[src/design/aesrt_pkg.sv]
package aesrt_pkg;

	typedef enum logic [2:0] {
		ACT_ADDKEY   = 3'd0,
		ACT_SUB      = 3'd1,
		ACT_INVSUB   = 3'd2,
		ACT_SHIFT    = 3'd3,
		ACT_INVSHIFT = 3'd4,
		ACT_MIX      = 3'd5,
		ACT_INVMIX   = 3'd6,
		ACT_PASS     = 3'd7
	} action_t;

	typedef logic [7:0] byte_t;
	typedef byte_t [15:0] block_t;

	localparam byte_t GF_POLY   = 8'h1B;
	localparam byte_t AFF_CONST = 8'h63;
	localparam byte_t INV_CONST = 8'h05;

	function automatic byte_t xtime(input byte_t v);
		xtime = {v[6:0], 1'b0} ^ (v[7] ? GF_POLY : 8'h00);
	endfunction

	function automatic byte_t gmul(input byte_t a, input byte_t b);
		byte_t acc;
		byte_t x;
		acc = 8'h00;
		x = a;
		for (int i = 0; i < 8; i++) begin
			if (b[i])
				acc = acc ^ x;
			x = xtime(x);
		end
		gmul = acc;
	endfunction

	function automatic byte_t ginv(input byte_t x);
		byte_t acc;
		byte_t base;
		logic [7:0] e;
		acc = 8'h01;
		base = x;
		e = 8'd254;
		for (int i = 0; i < 8; i++) begin
			if (e[i])
				acc = gmul(acc, base);
			base = gmul(base, base);
		end
		ginv = acc;
	endfunction

	function automatic byte_t rotl(input byte_t v, input int n);
		rotl = byte_t'((v << n) | (v >> (8 - n)));
	endfunction

	function automatic byte_t sbox_calc(input byte_t x);
		byte_t v;
		v = ginv(x);
		sbox_calc = v ^ rotl(v, 1) ^ rotl(v, 2) ^ rotl(v, 3) ^ rotl(v, 4) ^ AFF_CONST;
	endfunction

	function automatic byte_t inv_sbox_calc(input byte_t x);
		inv_sbox_calc = ginv(rotl(x, 1) ^ rotl(x, 3) ^ rotl(x, 6) ^ INV_CONST);
	endfunction

	function automatic block_t unpack(input logic [63:0] hi, input logic [63:0] lo);
		block_t b;
		for (int i = 0; i < 8; i++) begin
			b[i]     = hi[63 - 8 * i -: 8];
			b[8 + i] = lo[63 - 8 * i -: 8];
		end
		unpack = b;
	endfunction

endpackage

[src/design/aesrt_mix.sv]
module aesrt_mix
	import aesrt_pkg::*;
(
	input  block_t din,
	output block_t fwd,
	output block_t inv
);

	always_comb begin
		byte_t a0, a1, a2, a3;
		for (int c = 0; c < 4; c++) begin
			a0 = din[4 * c];
			a1 = din[4 * c + 1];
			a2 = din[4 * c + 2];
			a3 = din[4 * c + 3];
			fwd[4 * c]     = xtime(a0) ^ xtime(a1) ^ a1 ^ a2 ^ a3;
			fwd[4 * c + 1] = a0 ^ xtime(a1) ^ xtime(a2) ^ a2 ^ a3;
			fwd[4 * c + 2] = a0 ^ a1 ^ xtime(a2) ^ xtime(a3) ^ a3;
			fwd[4 * c + 3] = xtime(a0) ^ a0 ^ a1 ^ a2 ^ xtime(a3);
			inv[4 * c]     = gmul(a0, 8'd14) ^ gmul(a1, 8'd11) ^ gmul(a2, 8'd13) ^ gmul(a3, 8'd9);
			inv[4 * c + 1] = gmul(a0, 8'd9) ^ gmul(a1, 8'd14) ^ gmul(a2, 8'd11) ^ gmul(a3, 8'd13);
			inv[4 * c + 2] = gmul(a0, 8'd13) ^ gmul(a1, 8'd9) ^ gmul(a2, 8'd14) ^ gmul(a3, 8'd11);
			inv[4 * c + 3] = gmul(a0, 8'd11) ^ gmul(a1, 8'd13) ^ gmul(a2, 8'd9) ^ gmul(a3, 8'd14);
		end
	end

endmodule

[config.mk]
export PLATFORM = sky130hd
export DESIGN_NAME = aesrt_mix
export DESIGN_NICKNAME = d
export VERILOG_FILES = /design/src/design/aesrt_pkg.sv /design/src/design/aesrt_mix.sv
export SDC_FILE = /design/constraint.sdc
export NUM_CORES = 1
export LEC_CHECK = 0
export BUFFER_PORTS_ARGS = -buffer_cell sky130_fd_sc_hd__buf_4
export CORE_ASPECT_RATIO = 0.8
export CORE_MARGIN = 2
export CORE_UTILIZATION = 40
export DETAILED_ROUTE_END_ITERATION = 8
export GPL_TIMING_DRIVEN = 0
export PLACE_DENSITY = 0.67
export SYNTH_ARGS = -nofsm -noshare
export SYNTH_HDL_FRONTEND = slang
export SYNTH_SLANG_ARGS = --single-unit
export TNS_END_PERCENT = 100
[constraint.sdc]
create_clock -name vclk -period 2.25
set_input_delay 0.1125 -clock vclk [all_inputs]
set_output_delay 0.1125 -clock vclk [all_outputs]
set_load 0.02 [all_outputs]
### After elaboration in Yosys (flattened, before gate mapping)

Cells that the tools add are included.

* add/subtract/negate cells: 0
* multiply operators: 0
* divide/modulo/power cells: 0
* order comparisons: 0
* eq/ne operators: 0
* shift-type cells: 0
* mux-type cells: 48
* bitwise logic cells: 268
* reduce and logical (&&, ||, !) cells: 0

Operator list (number)
* XOR 8 bit: 228
* XOR 8 x 5 -> 8 bit: 40
* two-way mux 5 bit: 48

* register bits after elaboration: 0
* latch bits: 0
* RAM bits: 0
* ROM bits: 0
* input bits: 128
* output and inout bits: 256
* word-level logic and storage cells: 316
* memories kept: 0

### Longest topological paths before layout

Gate-level depths: netlist of run 1.

* depth in word-level cells: 10
* gate-level depth with buffers: 5
* mapped depth without buffers: 4

### Worst setup path before layout of run 1

Ideal clock, no wire load.

* kind: input to output
* start point: input din[14] (netlist name)
* end point: output inv[21] (netlist name)
* data arrival time: 2.021 ns
* required time: 2.138 ns
* slack: 0.116 ns
* stages: 5
* buffers on the path: 1
* path through: buf_2 -> xor3_1 -> xnor3_1 -> xor3_1 -> xor2_1

RTL lines
* start: declaration: line aesrt_mix.sv:4 `input block_t din,`
* end: declaration: line aesrt_mix.sv:6 `output block_t inv`

==> flow_metrics.tcl, run 1 <==
set metrics [dict create \
    drc 0 \
    p_seq_share_pct 0 \
    failed_checks "setup timing" \
    netSwitchingFraction_pct 53.1 \
    routabilityCongestion 0.896 \
    grt_max_degree 11 \
    row_count 53 \
    power_density_nw_per_um2 1130 \
    yosysTopAreaCellShare_pct 47.5 \
    maxSlewViolCount 0 \
    netlist_area_um2 10600 \
    viasPerCell 4.68 \
    holdBufCountCts 0 \
    seq_cell_count 0 \
    final-hold-violation-count 0 \
    combPwrFrac_pct 100.0 \
    antenna_found_initial 0 \
    portBuffers 293 \
    fmax_mhz 440 \
    synth_seq_area_share_pct 0 \
    multi_input_area_um2 10500 \
    fin_tns_setup_ns -0.0244 \
    synthesis.instances 1028 \
    vdd_ir_drop_max_mv 0.784 \
    syn_avg_cell_area_um2 10.4 \
    finalCritPeriodShare_pct 101 \
    route.met2.wl_um 15000 \
    worst_pin_slew_ns 0.854 \
    maxCapViolCount 0 \
    chipHeight_um 150 \
    wl_met1_um 15100 \
    max_stage_delay_ns 0.58 \
    p_sw_w 0.00821 \
    grt_usage_pct 22.5 \
    coreArea_um2 26200 \
    max_slew_margin_pct 42.9 \
    power.total_w 0.0155 \
    hpwl_um 27900 \
    post-route-min-period_ns 2.27 \
    yosysUniqueCellTypes 15 \
    synthesis.nets 1156 \
    vias 7905 \
    layout-drive-gt1-share_pct 31.6 \
    worst_slack_ns -0.0244 \
    fillers 2453 \
    grt_pass1_wl_um 49200 \
    routed_wl_um 33000 \
    final_cell_mix "xnor2_1, buf_4, xor2_1, xnor3_1, clkbuf_1" \
    nClkBuffers 0 \
    p_clk_share_pct 0 \
    area_delta_synth_final_pct 28.9 \
    cpMaxStageDelayCell "xnor3_2" \
    netlist_top_cells_area "xnor2_1, xnor3_1, xor2_1" \
    critPathTopFamily "XOR/XNOR gates" \
    status "finished with violations" \
    drt_iter0_markers 368 \
    layout_commonest_cell "xnor2_1" \
    ys.warnings.count 0 \
    drt-wirelength-per-cell_um 19.6 \
    arrival_ns 2.16 \
    die_w_um 186 \
    intPower_w 0.00726 \
    crit_fanout 8 \
    cp-end-kind "output port" \
    rsz0062_at_grt "true" \
    p_leak_nw 6.18 \
    crit_chain "buf_2, xnor3_2, xor2_4, xor2_1, xor3_1, buf_4" \
    diodes 0 \
    initial_core_util_pct 40.7 \
    grt.overflow.total 0 \
    hold_slack_ns 0.587 \
    num_io_pins 384 \
    wl_met3_um 2490 \
    regArea_um2 0 \
    synth_top_area_cell "xnor2_1" \
    layout.nets 1462 \
    cp_num_buf_inv 2 \
    critPathLaunchType "input port" \
    drtPass1Iterations 5 \
    critPathKind "in2out" \
    dieArea_um2 28000 \
    top_layer_used "met4" \
    ant_nets 0 \
    hold_path.class "in2out" \
    grt_pass1_vias 8119 \
    setup_viol_count_final 1 \
    worstPathRequired_ns 2.14 \
]
==> through the flow <==
stage                     util, %  area (µm²)  setup WS (ns)  cells
after floorplan                 -       10600          0.116   1028
after global placement       50.8       13300         -0.448   1678
after detailed placement     50.8       13300         -0.477   1678
after CTS                    51.7       13500         -0.113   1686
after global routing         52.4       13700        -0.0658   1689
final                        52.4       13700        -0.0244   1689
==> area by class of cell <==
cell class                      instances  share of cell area [%]
Multi-Input combinational cell        930                    76.6
Timing Repair Buffer                  304                    16.6
Buffer                                 98                    3.56
Tap cell                              357                    3.25
==> repair_timing <==
| action | 4_1_cts | 5_1_grt |
|---|---|---|
| pin swaps | 11 | 4 |
| setup endpoints to repair | 26 | 35 |
| resized for setup | 29 | 33 |
| setup buffers | 8 | 3 |
| endpoints found under the hold margin | 0 | 0 |
==> logic make-up (layout without fill, tap and decap cells) <==
group	count (synthesis)	count (layout)	synth area share, %
xor+xnor	930	930	95.6
buf+inv	98	402	4.38
==> path summary, 6_finish.rpt <==
kind / depth (start not counted) / startpoint / slack [ns] / endpoint
hold / removal: 3 / din[94] / 0.59 / fwd[87]
setup / recovery: 6 / din[38] / -0.02 / inv[52]
==> worst min-delay path: stages <==
cell and delay, ns:
buf_6 0.13, xnor2_1 0.08, buf_4 0.15
==> cells in the mapped netlist (all sizes together) <==
master  count
clkbuf     51
xnor2     586
xnor3     111
buf        47
xor2      207
xor3       26
==> power by group through the flow <==
stage          Combinational, W  Clock (W)  Sequential [W]
2_1_floorplan           0.00987          0               0
3_3_place_gp             0.0152          0               0
3_5_place_dp             0.0153          0               0
4_1_cts                  0.0155          0               0
5_1_grt                  0.0162          0               0
6_report                 0.0155          0               0
==> layer usage <==
metal  track usage, %  vias to the layer above
li1                 -                     3762
met1             32.4                     3779
met2             36.6                      348
met3             3.59                       16
met4             2.40                        0
met5                0                        -
Note: power is estimated with default switching activity, not from simulation.
==> run 2, diff against run 1 <==
Settings changed: ABC_CLOCK_PERIOD_IN_PS from default to 2250, CAP_MARGIN from default to 10, PLACE_DENSITY 0.67 to 0.78.
==> run 2 against run 1 <==
Final cell count is 0.12% higher; setup slack better by 0.027 ns; routed wire length is 1.8% lower; core utilization is 0.057 points lower; power hardly changed; global-route usage is 0.84 points lower; the flow now finishes without violations; count of clock-buffer cells in the layout stayed put; sequential share of layout area stayed put; via count is 1.5% higher; combinational power hardly changed; cell area is 0.11% lower; largest cell class unchanged.
==> flow_metrics.tcl, run 2 (synthesis gave the netlist of run 1 again) <==
set metrics [dict create \
    critPathKind "in2out" \
    rsz0062_at_grt "true" \
    crit_fanout 8 \
    worstPathRequired_ns 2.14 \
    layout.nets 1464 \
    die_w_um 186 \
    drc 0 \
    fin_util_pct 52.4 \
    critPathLaunchType "input port" \
    chipHeight_um 150 \
    row_count 53 \
    layout-drive-gt1-share_pct 31.4 \
    vias 8027 \
    regArea_um2 0 \
    grt.overflow.total 0 \
    diodes 0 \
    power.total_w 0.0155 \
    layout_commonest_cell "xnor2_1" \
    drtPass1Iterations 5 \
    holdBufCountCts 0 \
    maxCapViolCount 0 \
    grt_usage_pct 21.7 \
    ant_nets 0 \
    area_delta_synth_final_pct 28.8 \
    max_slew_margin_pct 44.9 \
    nClkBuffers 0 \
    fmax_mhz 445 \
    status "finished clean" \
    setup_viol_count_final 0 \
    coreArea_um2 26200 \
    arrival_ns 2.14 \
    maxSlewViolCount 0 \
    seq_cell_count 0 \
    finalCritPeriodShare_pct 99.9 \
    antenna_found_initial 0 \
    routabilityCongestion 0.918 \
    initial_core_util_pct 40.7 \
    p_leak_nw 6.17 \
    drt_iter0_markers 508 \
    routed_wl_um 32400 \
    viasPerCell 4.75 \
    grt_pass1_vias 8077 \
    grt_pass1_wl_um 47800 \
    grt_max_degree 11 \
    num_io_pins 384 \
    final-hold-violation-count 0 \
    hpwl_um 27100 \
    worst_pin_slew_ns 0.824 \
    drt-wirelength-per-cell_um 19.2 \
    hold_path.class "in2out" \
    cp-end-kind "output port" \
    hold_slack_ns 0.585 \
    final_cell_mix "xnor2_1, buf_4, xor2_1, xnor3_1, clkbuf_1" \
    power_density_nw_per_um2 1130 \
    post-route-min-period_ns 2.25 \
    dieArea_um2 28000 \
    worstHoldPathCells 3 \
    vdd_ir_drop_max_mv 0.801 \
    fillers 2403 \
    portBuffers 293 \
]
==> run 2: area by class of cell <==
type                            instances  area, µm²  area share (%)
Timing Repair Buffer                  306       2300            16.7
Buffer                                 98        485            3.54
Tap cell                              357        447            3.26
Multi-Input combinational cell        930      10500            76.5
==> run 2: repair_timing <==
item	CTS	global route
setup buffers	8	5
setup endpoints to repair	21	27
hold endpoints to repair	0	0
gates resized for setup	29	29
pin swaps	11	4
==> run 2: path summary, 6_finish.rpt <==
path	start	to	slack, ns
max	din[22]	inv[28]	0.002
min	din[25]	inv[26]	0.59
==> run 2: layer usage <==
metal	global-route usage [%]	part of all wire, %	vias to the layer above
met5	0	0	-
met1	31.6	46	3891
li1	-	-	3771
met3	2.81	7.3	17
met2	35.6	46	348
met4	1.64	0.73	0
==> run 2: critical path, stage by stage <==
cell	delay, ns
buf_4	0.19
xnor3_2	0.53
xnor3_2	0.46
xnor2_2	0.24
xnor3_1	0.42
buf_4	0.17
==> run 2: per-stage QoR <==
| stage | setup WS (ns) | cell area (µm²) | TNS [ns] | std cells |
|---|---|---|---|---|
| global placement | -0.363 | 13300 | -1.58 | 1678 |
| detailed placement | -0.373 | 13300 | -1.74 | 1678 |
| CTS | 0.00554 | 13500 | 0 | 1686 |
| global route | -0.0603 | 13700 | -0.161 | 1691 |
| finish | 0.00232 | 13700 | 0 | 1691 |
| floorplan | 0.116 | 10600 | 0 | 1028 |
==> run 2: where the power goes <==
group / switching, W / internal, W
clock network: 0 / 0
logic: 0.00821 / 0.00724
registers: 0 / 0
total: 0.00821 / 0.00724
==> run 3, diff against run 2 <==
Settings changed: CORE_UTILIZATION 40 to 46, PLACE_DENSITY 0.78 to 0.86.
==> run 3 against run 2 <==
Non-clock buffer count shrank 2; count of clock-buffer cells in the layout unchanged; setup slack better by 0.0020 ns; routed wire length fell by 0.62%; die area shrank 13%; first-iteration DRC count shrank 16%; sequential cell count stayed put; largest power group unchanged; sequential share of layout area unchanged; critical endpoint is now inv[67].
==> flow_metrics.tcl, run 3 (synthesis gave the netlist of run 1 again) <==
set metrics [dict create \
    status "finished clean" \
    vdd_ir_drop_max_mv 1.01 \
    grt_pass1_wl_um 48400 \
    cp-end-kind "output port" \
    portBuffers 293 \
    antenna_found_initial 0 \
    layout-drive-gt1-share_pct 31.2 \
    intPower_w 0.00726 \
    drtPass1Iterations 5 \
    worst_pin_slew_ns 0.803 \
    die_w_um 174 \
    grt_pass1_vias 8390 \
    initial_core_util_pct 47.1 \
    fillers 1849 \
    final-hold-violation-count 0 \
    grt.overflow.total 0 \
    viasPerCell 5.00 \
    area_delta_synth_final_pct 28.1 \
    ant_nets 0 \
    worstPathRequired_ns 2.14 \
    routabilityCongestion 0.962 \
    rsz0062_at_grt "true" \
    crit_chain "clkbuf_1, xnor2_1, xnor3_1, xnor3_1, xnor2_1, buf_4" \
    p_sw_w 0.00824 \
    num_io_pins 384 \
    fin_util_pct 60.3 \
    cpMaxStageDelayCell "xnor2_1" \
    diodes 0 \
    hold_path.class "in2out" \
    final_cell_mix "xnor2_1, buf_4, xor2_1, xnor3_1, clkbuf_1" \
    maxCapViolCount 0 \
    p_leak_nw 6.17 \
    p_clk_share_pct 0 \
    vias 8196 \
    layout.nets 1462 \
    arrival_ns 2.13 \
    hpwl_um 26900 \
    finalCritPeriodShare_pct 99.8 \
    fmax_mhz 445 \
    chipHeight_um 140 \
    worstHoldPathCells 3 \
    seq_cell_count 0 \
    nClkBuffers 0 \
    layout_commonest_cell "xnor2_1" \
    max_slew_margin_pct 46.1 \
    regArea_um2 0 \
    combPwrFrac_pct 100.0 \
    coreArea_um2 22600 \
    netSwitchingFraction_pct 53.2 \
    final_area_um2 13600 \
    hold_end "inv[26]" \
    dpl_cell_area_um2 13200 \
    holdCritStartpoint "din[25]" \
    setup_viol_count_final 0 \
    max_stage_delay_ns 0.57 \
    maxSlewViolCount 0 \
    critPathKind "in2out" \
    holdBufCountCts 0 \
    dieArea_um2 24400 \
    post-route-min-period_ns 2.25 \
    drt-wirelength-per-cell_um 19.7 \
    drt_iter0_markers 429 \
    crit_fanout 6 \
    grt_usage_pct 25.0 \
    row_count 49 \
    power_density_nw_per_um2 1140 \
    routed_wl_um 32200 \
    p_seq_share_pct 0 \
    drc 0 \
    critPathLaunchType "input port" \
    grt_max_degree 11 \
]
[run 3: cell types whose count changed in the layout (fill, tap and decap cells not counted), sizes merged]
cell    previous run  this run
clkbuf            52        51
buf              352       351
[run 3: area by class of cell]
class / count / area, µm² / share of cell area [%]
Tap cell: 306 / 383 / 2.81
Multi-Input combinational cell: 930 / 10500 / 76.9
Timing Repair Buffer: 304 / 2280 / 16.7
Buffer: 98 / 483 / 3.54
[run 3: timing repair]
item                                    CTS  global route
buffers inserted                          6             5
endpoints found under the setup margin   21            34
resized for setup                        32            22
pin swaps                                 8             6
[run 3: through the flow]
step	total power [W]	hold slack, ns	setup TNS (ns)	cells	setup WS (ns)
4_1_cts	0.0154	0.585	0	1633	0.000321
3_3_place_gp	0.0151	0.588	-1.38	1627	-0.284
3_5_place_dp	0.0152	0.576	-1.86	1627	-0.329
5_1_grt	0.0162	0.604	-0.341	1638	-0.0697
6_report	0.0155	0.601	0	1638	0.00436
2_1_floorplan	0.00987	0.353	0	1028	0.116
[run 3: critical path: cells and delay by family]
kind | cells | cell delay [ns]
XOR/XNOR | 4 | 1.64
buffers and inverters | 2 | 0.37
[run 3: worst max-delay path by stage]
| stage | endpoint | cells past startpoint | slack (ns) | from |
|---|---|---|---|---|
| after floorplan | inv[21] | 5 | 0.12 | din[14] |
| after global placement | inv[52] | 6 | -0.28 | din[37] |
| after detailed placement | inv[52] | 6 | -0.33 | din[37] |
| after CTS | inv[109] | 6 | 0.0003 | din[107] |
| after global routing | inv[73] | 6 | -0.07 | din[77] |
| final | inv[67] | 6 | 0.004 | din[77] |
[run 3: per-layer routing]
metal | track usage (%) | vias to the layer above | routed length [µm]
li1 | - | 3770 | -
met1 | 35.2 | 3987 | 14100
met2 | 42.5 | 409 | 15400
met3 | 2.82 | 30 | 2440
met4 | 3.32 | 0 | 347
met5 | 0 | - | 0
[run 3: power groups by stage]
stage | Clock (W) | Sequential (W) | Combinational, W
global placement | 0 | 0 | 0.0151
floorplan | 0 | 0 | 0.00987
finish | 0 | 0 | 0.0155
global route | 0 | 0 | 0.0162
detailed placement | 0 | 0 | 0.0152
CTS | 0 | 0 | 0.0154
